## config.mk

```make
export PLATFORM = sky130hd
export DESIGN_NAME = codon_to_amino_translator
export DESIGN_NICKNAME = d
export VERILOG_FILES = /design/src/rtl/core/ctat_pkg.sv /design/src/rtl/core/ctat_codon_track.sv /design/src/rtl/core/ctat_amino_lookup.sv /design/src/rtl/core/codon_to_amino_translator.sv
export VERILOG_INCLUDE_DIRS = /design/src /design/src/rtl/core
export SDC_FILE = /design/constraint.sdc
export NUM_CORES = 1
export LEC_CHECK = 0
export BUFFER_PORTS_ARGS = -buffer_cell sky130_fd_sc_hd__buf_2
export CAP_MARGIN = 20
export CORE_MARGIN = 1
export CORE_UTILIZATION = 50
export CTS_CLUSTER_SIZE = 24
export DETAILED_ROUTE_END_ITERATION = 8
export GPL_TIMING_DRIVEN = 0
export PLACE_DENSITY = 0.78
export REMOVE_ABC_BUFFERS = 1
export SYNTH_ARGS = -nofsm -noshare
export SYNTH_HDL_FRONTEND = slang
export SYNTH_SLANG_ARGS = --single-unit
```

## constraint.sdc

```tcl
create_clock -name clk_i -period 7.4 [get_ports clk_i]
set_input_delay 0.37 -clock clk_i [delete_from_list [all_inputs] [get_ports clk_i]]
set_output_delay 0.37 -clock clk_i [all_outputs]
set_load 0.05 [all_outputs]
```

## src/rtl/core/codon_to_amino_translator_defines.svh

```systemverilog
// Assertion macros for the translator RTL.
`ifndef CODON_TO_AMINO_TRANSLATOR_DEFINES_SVH
`define CODON_TO_AMINO_TRANSLATOR_DEFINES_SVH

// Same-cycle implication, sampled on clk_i, off while rst_ni is low
`define CTAT_ASSERT_IMP(lbl, ante, cons, msg) \
  lbl: assert property (@(posedge clk_i) disable iff (!rst_ni) (ante) |-> (cons)) \
    else $error(msg);

// Next-cycle implication, sampled on clk_i, off while rst_ni is low
`define CTAT_ASSERT_NXT(lbl, ante, cons, msg) \
  lbl: assert property (@(posedge clk_i) disable iff (!rst_ni) (ante) |=> (cons)) \
    else $error(msg);

`endif

```

## src/rtl/core/ctat_pkg.sv

```systemverilog
package ctat_pkg;

  // ASCII codes used by the translation
  localparam logic [7:0] ASCII_GAP  = 8'h2D;  // '-'
  localparam logic [6:0] AMINO_GAP  = 7'h2D;  // '-'
  localparam logic [6:0] AMINO_UNK  = 7'h58;  // 'X'
  localparam logic [6:0] AMINO_NONE = 7'h00;  // marker item

  // Number of bases of the current codon already held
  typedef enum logic [1:0] {
    POS_ZERO = 2'd0,
    POS_ONE  = 2'd1,
    POS_TWO  = 2'd2
  } pos_e;

  // 2-bit base code: T=0 C=1 A=2 G=3
  typedef struct packed {
    logic       ok;
    logic [1:0] code;
  } base_t;

  // Item held between the codon tracker and the lookup
  typedef struct packed {
    logic       is_codon;
    logic       last;
    logic [7:0] b0;
    logic [7:0] b1;
    logic [7:0] b2;
  } codon_ev_t;

  // Result item ahead of the output register
  typedef struct packed {
    logic [6:0] amino;
    logic       valid_amino;
    logic       last;
  } amino_res_t;

  // Standard genetic code, index {first, second, third}; stops already 'Z'
  localparam logic [7:0] AMINO_TABLE [64] = '{
    "F","F","L","L","S","S","S","S","Y","Y","Z","Z","C","C","Z","W",
    "L","L","L","L","P","P","P","P","H","H","Q","Q","R","R","R","R",
    "I","I","I","M","T","T","T","T","N","N","K","K","S","S","R","R",
    "V","V","V","V","A","A","A","A","D","D","E","E","G","G","G","G"
  };

  // Map one ASCII byte to its base code, either case
  function automatic base_t base_code(input logic [7:0] b);
    base_t r;
    r = '{ok: 1'b1, code: 2'd0};
    case (b) inside
      8'h54, 8'h74: r.code = 2'd0;
      8'h43, 8'h63: r.code = 2'd1;
      8'h41, 8'h61: r.code = 2'd2;
      8'h47, 8'h67: r.code = 2'd3;
      default:      r.ok   = 1'b0;
    endcase
    return r;
  endfunction

  // Translate three bytes to one amino letter
  function automatic logic [6:0] translate(input logic [7:0] b0,
                                           input logic [7:0] b1,
                                           input logic [7:0] b2);
    base_t      c0;
    base_t      c1;
    base_t      c2;
    logic [7:0] letter;
    c0 = base_code(b0);
    c1 = base_code(b1);
    c2 = base_code(b2);
    letter = AMINO_TABLE[{c0.code, c1.code, c2.code}];
    if (!(c0.ok && c1.ok && c2.ok)) begin
      if (b0 == ASCII_GAP || b1 == ASCII_GAP || b2 == ASCII_GAP) begin
        return AMINO_GAP;
      end
      return AMINO_UNK;
    end
    return letter[6:0];
  endfunction

endpackage

```

## src/rtl/core/ctat_codon_track.sv

```systemverilog
module ctat_codon_track (
  input  logic                  clk_i,
  input  logic                  rst_ni,
  input  logic                  in_valid_i,
  output logic                  in_ready_o,
  input  logic [7:0]            in_nuc_i,
  input  logic                  in_last_i,
  input  logic                  advance_i,   // next stage takes the held item
  output logic                  ev_valid_o,
  output ctat_pkg::codon_ev_t   ev_o
);
  import ctat_pkg::*;

  pos_e       pos_q, pos_d;
  logic [7:0] first_q, first_d;
  logic [7:0] second_q, second_d;
  logic       ev_valid_q, ev_valid_d;
  codon_ev_t  ev_q, ev_d;
  logic       accept;
  logic       emit;

  assign in_ready_o = !ev_valid_q || advance_i;
  assign accept     = in_valid_i && in_ready_o;

  // Step the codon position and build the item for the lookup
  always_comb begin
    pos_d    = pos_q;
    first_d  = first_q;
    second_d = second_q;
    emit     = 1'b0;
    ev_d     = ev_q;
    if (accept) begin
      case (pos_q)
        POS_TWO: begin
          emit  = 1'b1;
          ev_d  = '{is_codon: 1'b1, last: in_last_i,
                    b0: first_q, b1: second_q, b2: in_nuc_i};
          pos_d = POS_ZERO;
        end
        POS_ONE: begin
          second_d = in_nuc_i;
          emit     = in_last_i;
          pos_d    = in_last_i ? POS_ZERO : POS_TWO;
          ev_d     = '{is_codon: 1'b0, last: 1'b1,
                       b0: first_q, b1: in_nuc_i, b2: in_nuc_i};
        end
        default: begin
          first_d = in_nuc_i;
          emit    = in_last_i;
          pos_d   = in_last_i ? POS_ZERO : POS_ONE;
          ev_d    = '{is_codon: 1'b0, last: 1'b1,
                      b0: in_nuc_i, b1: second_q, b2: in_nuc_i};
        end
      endcase
    end
  end

  // Hold the item until the next stage takes it
  always_comb begin
    ev_valid_d = ev_valid_q;
    if (advance_i) begin
      ev_valid_d = 1'b0;
    end
    if (emit) begin
      ev_valid_d = 1'b1;
    end
  end

  always_ff @(posedge clk_i or negedge rst_ni) begin
    if (!rst_ni) begin
      pos_q      <= POS_ZERO;
      first_q    <= '0;
      second_q   <= '0;
      ev_valid_q <= 1'b0;
    end else begin
      pos_q      <= pos_d;
      first_q    <= first_d;
      second_q   <= second_d;
      ev_valid_q <= ev_valid_d;
    end
  end

  // Payload needs no reset
  always_ff @(posedge clk_i) begin
    if (emit) begin
      ev_q <= ev_d;
    end
  end

  assign ev_valid_o = ev_valid_q;
  assign ev_o       = ev_q;

endmodule

```

## src/rtl/core/ctat_amino_lookup.sv

```systemverilog
module ctat_amino_lookup (
  input  ctat_pkg::codon_ev_t  ev_i,
  output ctat_pkg::amino_res_t res_o
);
  import ctat_pkg::*;

  // Translate a full codon; a marker carries no letter
  always_comb begin
    res_o.valid_amino = ev_i.is_codon;
    res_o.last        = ev_i.last;
    if (ev_i.is_codon) begin
      res_o.amino = translate(ev_i.b0, ev_i.b1, ev_i.b2);
    end else begin
      res_o.amino = AMINO_NONE;
    end
  end

endmodule

```

## src/rtl/core/codon_to_amino_translator.sv

```systemverilog
// Codon to amino translator, standard genetic code.
// Input stream: one ASCII base per item on s_axis_tdata, s_axis_tlast marks
// the final base of a sequence. Every third base yields one amino letter on
// m_axis_tdata ('Z' for stop, 'X' for an unknown base, '-' when a gap base
// is in an unknown codon). A final base that ends a sequence mid-codon drops
// the partial codon and yields a marker item: tdata zero, tuser low, tlast high.
// m_axis_tuser is high on a translated codon; m_axis_tlast is high on the
// item caused by the final base.
// The codon register loads at the accepting edge of the third base; the table
// lookup sits between it and the output register, which loads the result
// once it is free or being drained. Throughput: one base per cycle while the
// receiver does not stall; the lookup between the two registers is combinational.
// A stalled receiver holds the output item; one more result can wait in the
// codon register, so s_axis_tready falls only when both are full.
// Reset clears the codon position and both stages; nothing is pending after.
module codon_to_amino_translator (
  input  logic       clk_i,
  input  logic       rst_ni,
  input  logic       s_axis_tvalid,
  output logic       s_axis_tready,
  input  logic [7:0] s_axis_tdata,   // [7:0] nucleotide
  input  logic       s_axis_tlast,
  output logic       m_axis_tvalid,
  input  logic       m_axis_tready,
  output logic [7:0] m_axis_tdata,   // [6:0] amino, [7] zero fill
  output logic       m_axis_tuser,   // [0] valid_amino
  output logic       m_axis_tlast
);
  import ctat_pkg::*;

`include "codon_to_amino_translator_defines.svh"

  logic       out_valid_q, out_valid_d;
  amino_res_t out_q;
  logic       out_ready;
  logic       ev_valid;
  codon_ev_t  ev;
  amino_res_t res;

  assign out_ready = !out_valid_q || m_axis_tready;

  ctat_codon_track u_track (
    .clk_i      (clk_i),
    .rst_ni     (rst_ni),
    .in_valid_i (s_axis_tvalid),
    .in_ready_o (s_axis_tready),
    .in_nuc_i   (s_axis_tdata),
    .in_last_i  (s_axis_tlast),
    .advance_i  (out_ready),
    .ev_valid_o (ev_valid),
    .ev_o       (ev)
  );

  ctat_amino_lookup u_lookup (
    .ev_i  (ev),
    .res_o (res)
  );

  // Load the output register when it is free or being drained
  always_comb begin
    out_valid_d = out_valid_q;
    if (out_ready) begin
      out_valid_d = ev_valid;
    end
  end

  always_ff @(posedge clk_i or negedge rst_ni) begin
    if (!rst_ni) begin
      out_valid_q <= 1'b0;
    end else begin
      out_valid_q <= out_valid_d;
    end
  end

  always_ff @(posedge clk_i) begin
    if (out_ready && ev_valid) begin
      out_q <= res;
    end
  end

  assign m_axis_tvalid = out_valid_q;
  assign m_axis_tdata  = {1'b0, out_q.amino};
  assign m_axis_tuser  = out_q.valid_amino;
  assign m_axis_tlast  = out_q.last;

  // A marker item carries no letter and always closes the sequence
  `CTAT_ASSERT_IMP(a_marker_form, m_axis_tvalid && !m_axis_tuser,
                   m_axis_tdata == 8'h00 && m_axis_tlast, "marker item malformed")

  // A translated codon always carries a 7-bit nonzero letter
  `CTAT_ASSERT_IMP(a_letter_form, m_axis_tvalid && m_axis_tuser,
                   m_axis_tdata != 8'h00 && !m_axis_tdata[7], "amino letter malformed")

  // With the output register empty the input side never stalls
  `CTAT_ASSERT_IMP(a_ready_free, !m_axis_tvalid, s_axis_tready,
                   "input stalled with empty output")

  // A held codon item reaches the output register once it drains
  `CTAT_ASSERT_NXT(a_ev_moves, ev_valid && out_ready, m_axis_tvalid,
                   "codon item lost between stages")

endmodule

```

==> impl_metrics.env, run 1 <==
export IMPL_cts_resized=0
export IMPL_swShare_pct=31.8
export IMPL_wire_per_inst_um=15.9
export IMPL_leakagePower_nw=1.19
export IMPL_track_usage_pct=18.8
export IMPL_worstReg2RegEnd="m_axis_tdata[4]"
export IMPL_status="complete, no violations"
export IMPL_p_per_area_nw_per_um2=270
export IMPL_die_width_um=78.0
export IMPL_arrival_ns=2.92
export IMPL_critPathKind="flop to flop"
export IMPL_synth_top_cell_by_area="edfxtp_1"
export IMPL_max_freq_ghz=0.364
export IMPL_slew_violations=0
export IMPL_end_kind="flop"
export IMPL_timing_hold_violations_final=0
export IMPL_antenna_left=0
export IMPL_combPwrFrac_pct=27.3
export IMPL_remaining_drc_errors=0
export IMPL_antenna_cells=0
export IMPL_critical_path_max_fanout=6
export IMPL_dr_pass1_iters=4
export IMPL_rows=27
export IMPL_clkLatencyLatePin_ns=0.30
export IMPL_cts_hold_buf=1
export IMPL_crit_path_start_kind="flop"
export IMPL_synth_cells=245
export IMPL_ctsRootBufferMaster="clkbuf_8"
export IMPL_core_area_um2=5540
export IMPL_maxSlewHeadroom_pct=57.2
export IMPL_yosys_top_cells_area="edfxtp_1, dfrtp_1, mux2_2, nand2_1, o21ai_0"
export IMPL_dp_hpwl_um=4030
export IMPL_yosys_area_share_adder_pct=3.29
export IMPL_synth_commonest_cells="edfxtp_1, nand2_1, dfrtp_1, o21ai_0, mux2_2"
export IMPL_syn_cell_area_um2=2890
export IMPL_cts_max_path_buffers=2
export IMPL_htree_levels=2
export IMPL_synth_seq_cells=55
export IMPL_ff2ff_path_depth=8
export IMPL_hp_class="input pin to flop"
export IMPL_dp_cells=331
export IMPL_clock_power_share_pct=19.4
export IMPL_yosys_area_share_simple_pct=19.3
export IMPL_final_setup_worst_slack_ns=4.65
export IMPL_cp_required_ns=7.57
export IMPL_setup_tns_ns=0
export IMPL_synth_edf_count=35
export IMPL_cts_tree="yes"
export IMPL_seq_area_frac_synth_pct=53.7
export IMPL_synth_mux_area_share_pct=6.59
export IMPL_synth_top_family_by_area="simple AND/OR/NAND/NOR gates"
export IMPL_place_congestion=0.843
export IMPL_rsz0062_at_grt="false"
export IMPL_yosysMostFrequentCell="edfxtp_1"
export IMPL_area_growth_pct=9.54
export IMPL_grt_pass1_wl_um=8690
export IMPL_max_slew_worst_pin_slew_ns=0.625
export IMPL_die_y_um=78.0
export IMPL_seqPwrFrac_pct=53.3
export IMPL_finalSetupViolations=0
export IMPL_drive_gt1_share_pct=22.8
export IMPL_crit_start="u_track.ev_o[15]"
export IMPL_pre_cts_ws_ns=4.76
export IMPL_clk_pin_slew_ns=0.10
export IMPL_vias_per_cell=5.87
export IMPL_period_needed_ns=2.75
export IMPL_maxCapViolCount=0
export IMPL_ir_drop_mv=0.169
export IMPL_r2r_slack_ns=4.65
export IMPL_cts_sinks=55
export IMPL_ys_flop_type="edfxtp_1"
export IMPL_start_util_pct=52.1
export IMPL_synth_compound_area_share_pct=12.8
export IMPL_cts_setup_buffers=0
export IMPL_async_flop_share_pct=36.4
export IMPL_grt_max_degree=23
export IMPL_fin_cells=340
export IMPL_switchingPower_uw=271
export IMPL_avgSynthCellArea_um2=11.8
export IMPL_endpoint="m_axis_tdata[4]"
export IMPL_grt_pass1_vias=1832
export IMPL_vias=1996
export IMPL_holdPathStages=1
export IMPL_r2r_start="u_track.ev_o[15]"
export IMPL_internal_power_uw=583
export IMPL_drtIter0Drc=132
export IMPL_cts_made_buffers=5
export IMPL_grt_ovfl_total=0
export IMPL_port_buffers=23
export IMPL_synth_cell_types=54
export IMPL_fin_crit_sh_pct=37.1
export IMPL_die_area_um2=6080
export IMPL_routed_wl_um=5400
export IMPL_grt_antenna_before_repair=0
export IMPL_num_io_pins=25
export IMPL_nNetsFinal=286
export IMPL_yosysTopAreaCellShare_pct=36.4
export IMPL_skew_ns=0.0101
export IMPL_synth_xor_area_share_pct=1.21
export IMPL_yosys_warnings=0
-- sequential cells by signal (all words and copies together), names as in the netlist --
register            cells
u_track.second_q        8
m_axis_tvalid           1
m_axis_tdata            7
u_track.first_q         8
m_axis_tlast            1
m_axis_tuser            1
u_track.pos_q           2
u_track.ev_o           26
u_track.ev_valid_o      1
-- layout by cell type, fill, tap and decap left out, types with 8 or more instances in the layout --
cell type / count
nand2_1: 25
a21oi_1: 8
buf_2: 23
a22o_1: 8
inv_1: 10
edfxtp_1: 35
mux2_2: 16
o21ai_0: 17
nand2b_1: 8
dfrtp_1: 20
-- metrics by stage --
stage	total power [mW]	cell area (um2)	hold WS, ns	util (%)
floorplan	0.630	2840	0.0744	-
global placement	0.679	3050	0.336	55.0
detailed placement	0.694	3060	0.339	55.3
CTS	0.858	3160	0.305	57.1
global route	0.898	3160	0.305	57.1
finish	0.855	3160	0.306	57.1
-- worst max-delay path, stage by stage (launching register included) --
cell	delay [ns]
edfxtp_1	0.48
or3b_4	0.43
nor3_2	0.35
inv_1	0.09
ha_1	0.25
nand3_1	0.10
o21ai_0	0.08
a2111oi_0	0.62
o21a_1	0.22
-- area by class of cell --
class / count / area (um2)
inverters: 10 / 37.5
fillers: 502 / 2380
clock inverters: 2 / 16.3
flip-flops and latches: 55 / 1550
well taps: 72 / 90.1
repair buffers: 25 / 140
clock buffers: 6 / 72.6
multi-input cells: 170 / 1250
-- cell families after synthesis --
logic type	after synthesis
compound gates	54
flops	55
other cells	1
buf+inv	20
simple gates	86
fa+ha+maj	8
mux	17
xor+xnor	4
-- power by group through the flow --
stage | Combinational, mW | Sequential, mW | Clock, mW
2_1_floorplan | 0.160 | 0.470 | 0
3_3_place_gp | 0.221 | 0.458 | 0
3_5_place_dp | 0.232 | 0.462 | 0
4_1_cts | 0.233 | 0.455 | 0.169
5_1_grt | 0.256 | 0.463 | 0.180
6_report | 0.233 | 0.455 | 0.166
-- layer usage --
metal | share of wire, % | global-route usage, %
met5 | 0 | 0
met2 | 49 | 31.5
met1 | 46 | 24.3
met3 | 3.8 | 3.88
met4 | 1.5 | 6.48
-- worst min path at each step --
stage               slack [ns]            start                  end
floorplan                 0.07           rst_ni        m_axis_tvalid
global placement          0.34           rst_ni  u_track.second_q[4]
detailed placement        0.34           rst_ni  u_track.second_q[2]
CTS                       0.30  s_axis_tdata[4]      u_track.ev_o[4]
global route              0.30  s_axis_tdata[7]      u_track.ev_o[7]
finish                    0.31  s_axis_tdata[4]      u_track.ev_o[4]
Note: power is estimated with default switching activity, not from simulation.
==> run 2, diff against run 1 <==
--- a/config.mk
+++ b/config.mk
@@ -6,6 +6,7 @@
 export SDC_FILE = /design/constraint.sdc
 export NUM_CORES = 1
 export LEC_CHECK = 0
+export ABC_AREA = 1
 export BUFFER_PORTS_ARGS = -buffer_cell sky130_fd_sc_hd__buf_2
 export CAP_MARGIN = 20
 export CORE_MARGIN = 1
@@ -13,7 +14,7 @@
 export CTS_CLUSTER_SIZE = 24
 export DETAILED_ROUTE_END_ITERATION = 8
 export GPL_TIMING_DRIVEN = 0
-export PLACE_DENSITY = 0.78
+export PLACE_DENSITY = 0.8
 export REMOVE_ABC_BUFFERS = 1
 export SYNTH_ARGS = -nofsm -noshare
 export SYNTH_HDL_FRONTEND = slang
==> constraint.sdc (replaced) <==
create_clock -name clk_i -period 2.25 [get_ports clk_i]
set_input_delay 0.1125 -clock clk_i [delete_from_list [all_inputs] [get_ports clk_i]]
set_output_delay 0.1125 -clock clk_i [all_outputs]
set_load 0.05 [all_outputs]
==> run 2 against run 1 <==
  * Non-clock buffer count rose by 7
  * Largest cell class unchanged
  * Via count increased by 9.6%
  * Power rose to 3.1 times the previous value
  * Largest power group unchanged
  * Fmax increased by 35%
==> impl_metrics.env, run 2 <==
export IMPL_worst_hold_path_endpoint="u_track.ev_o[3]"
export IMPL_antenna_cells=0
export IMPL_vias=2187
export IMPL_dp_cells=411
export IMPL_hp_class="input pin to flop"
export IMPL_largest_reg_flops=26
export IMPL_grt_ovfl_total=0
export IMPL_leakagePower_nw=1.44
export IMPL_die_area_um2=5990
export IMPL_syn_cell_area_um2=2840
export IMPL_area_growth_pct=12.4
export IMPL_arrival_ns=2.08
export IMPL_ff2ff_path_depth=5
export IMPL_rsz0062_at_grt="false"
export IMPL_place_congestion=0.868
export IMPL_pre_cts_ws_ns=0.241
export IMPL_fin_cells=427
export IMPL_cts_max_path_buffers=2
export IMPL_port_buffers=23
export IMPL_finalSetupViolations=0
export IMPL_synth_commonest_cells="nand2_1, o21ai_0, inv_1, nor2_1, edfxtp_1"
export IMPL_max_slew_worst_pin_slew_ns=0.838
export IMPL_start_util_pct=51.6
export IMPL_async_flop_share_pct=36.4
export IMPL_ys_flop_type="edfxtp_1"
export IMPL_place_area_um2=3030
export IMPL_rows=27
export IMPL_num_io_pins=25
export IMPL_cts_sinks=55
export IMPL_remaining_drc_errors=0
export IMPL_period_needed_ns=2.03
export IMPL_grt_antenna_before_repair=0
export IMPL_end_kind="flop"
export IMPL_layout_commonest_cell="nand2_1"
export IMPL_final_cell_mix="nand2_1, o21ai_0, inv_1"
export IMPL_yosysMostFrequentCell="nand2_1"
export IMPL_fill_cells=476
export IMPL_wire_per_inst_um=12.7
export IMPL_synth_seq_cells=55
export IMPL_r2r_start="u_track.pos_q[0]"
export IMPL_slowest_delay_ns=0.44
export IMPL_yosysTopAreaCellShare_pct=37.0
export IMPL_critical_path_slowest_cell="ha_1"
export IMPL_routed_wl_um=5420
export IMPL_holdPathStages=1
export IMPL_synth_cells=322
export IMPL_clkLatencyLatePin_ns=0.31
export IMPL_track_usage_pct=20.2
export IMPL_dr_pass1_iters=4
export IMPL_core_area_um2=5510
export IMPL_fin_crit_sh_pct=90.1
export IMPL_ir_drop_mv=0.421
export IMPL_slew_violations=0
export IMPL_dp_hpwl_um=3990
export IMPL_critical_path_max_fanout=18
export IMPL_yosys_warnings=0
export IMPL_r2r_slack_ns=0.22
export IMPL_drive_gt1_share_pct=16.9
export IMPL_grt_pass1_wl_um=9430
export IMPL_yosys_top_cells_area="edfxtp_1, dfrtp_1, nand2_1, o21ai_0, inv_1"
export IMPL_grt_max_degree=23
export IMPL_grt_pass1_vias=2129
export IMPL_crit_path_start_kind="flop"
export IMPL_clk_pin_slew_ns=0.10
export IMPL_final_setup_worst_slack_ns=0.223
export IMPL_final_area_um2=3200
export IMPL_synth_edf_count=35
export IMPL_cts_tree="yes"
export IMPL_timing_hold_violations_final=0
export IMPL_antenna_left=0
export IMPL_power_mw=2.65
export IMPL_cts_made_buffers=5
export IMPL_htree_levels=2
export IMPL_synth_cell_types=30
export IMPL_drtIter0Drc=88
export IMPL_die_width_um=77.4
export IMPL_skew_ns=0.0121
export IMPL_p_per_area_nw_per_um2=828
export IMPL_critPathKind="flop to flop"
export IMPL_seq_area_frac_synth_pct=54.6
export IMPL_status="complete, no violations"
export IMPL_maxCapViolCount=0
export IMPL_worstReg2RegEnd="u_track.ev_o[14]"
export IMPL_vias_per_cell=5.12
export IMPL_max_freq_ghz=0.493
export IMPL_path_cells="inv_1 -> ha_1 -> clkinv_1 -> nand2_1 -> o21ai_0"
export IMPL_nNetsFinal=373
export IMPL_die_y_um=77.4
export IMPL_cts_resized=0
export IMPL_avgSynthCellArea_um2=8.83
export IMPL_ctsRootBufferMaster="clkbuf_8"
export IMPL_cp_required_ns=2.30
export IMPL_maxSlewHeadroom_pct=44.2
export IMPL_worstHoldStart="s_axis_tdata[3]"
export IMPL_synth_top_cell_by_area="edfxtp_1"
==> run 2: cell types whose count changed after synthesis, sizes merged, moves of 8 or more <==
cell	before	now
nor2	2	45
o21ai	18	43
inv	10	42
mux2	16	0
nand2	25	73
a22o	8	0
nand2b	8	0
nand3	6	27
==> run 2: stage by stage <==
stage               utilization (%)  setup TNS [ns]  hold WS, ns
floorplan                         -          -15.22       -0.183
CTS                            57.7               0      0.00292
finish                         58.0               0      0.00996
detailed placement             55.1               0       0.0876
global route                   58.0               0      0.00113
global placement               54.7          -12.38       0.0764
==> run 2: logic make-up (layout without fill, tap and decap cells) <==
family / Yosys count / after routing / share of synthesized area, %
flops: 55 / 55 / 54.6
buf+inv: 50 / 83 / 6.87
fa+ha+maj: 6 / 6 / 2.64
simple gates: 159 / 159 / 26.4
other cells: 1 / 1 / 0.132
compound gates: 51 / 51 / 9.42
==> run 2: cell type report <==
type | instances | area [um2] | share of cell area [%]
inverters | 43 | 161 | 5.05
clock buffers | 6 | 72.6 | 2.27
flip-flops and latches | 55 | 1550 | 48.6
clock inverters | 2 | 11.3 | 0.352
well taps | 72 | 90.1 | 2.82
repair buffers | 32 | 210 | 6.58
multi-input cells | 217 | 1100 | 34.4
==> run 2: how the worst max path moves through the flow <==
stage	from	to	slack, ns	cells after the start
global route	u_track.pos_q[0]	u_track.ev_o[13]	0.05	5
floorplan	m_axis_tvalid	u_track.ev_o[0]	-0.59	3
CTS	u_track.ev_o[12]	m_axis_tdata[2]	0.23	11
detailed placement	u_track.pos_q[0]	u_track.ev_o[14]	0.24	5
finish	u_track.pos_q[0]	u_track.ev_o[14]	0.22	5
global placement	u_track.pos_q[0]	u_track.ev_o[4]	-0.48	4
==> run 2: critical path: cells and delay by family (launching register included) <==
kind / cells / cell delay (ns)
adders and majority gates: 1 / 0.44
and+or+nand+nor: 1 / 0.34
buffers and inverters: 2 / 0.47
AOI/OAI and AO/OA: 1 / 0.15
DFF: 1 / 0.37
==> run 2: report_power, final <==
group | total, mW | switching, mW | leakage, nW | internal (mW)
sequential | 1.47 | 0.124 | 0.581 | 1.35
combinational | 0.646 | 0.443 | 0.815 | 0.202
clock | 0.527 | 0.308 | 0.0455 | 0.219
==> run 2: what timing repair did <==
action / 4_1_cts / 5_1_grt
hold buffers: 6 / 2
hold endpoints to repair: 25 / 2
setup buffers: 0 / 0
==> run 2: metal layers <==
| metal | share of wire [%] | GRT usage (%) | vias up |
|---|---|---|---|
| met5 | 0 | 0 | - |
| met4 | 2.9 | 8.87 | 0 |
| met3 | 3.4 | 4.00 | 17 |
| met2 | 50 | 35.1 | 54 |
| met1 | 44 | 24.3 | 986 |
| li1 | - | - | 1130 |
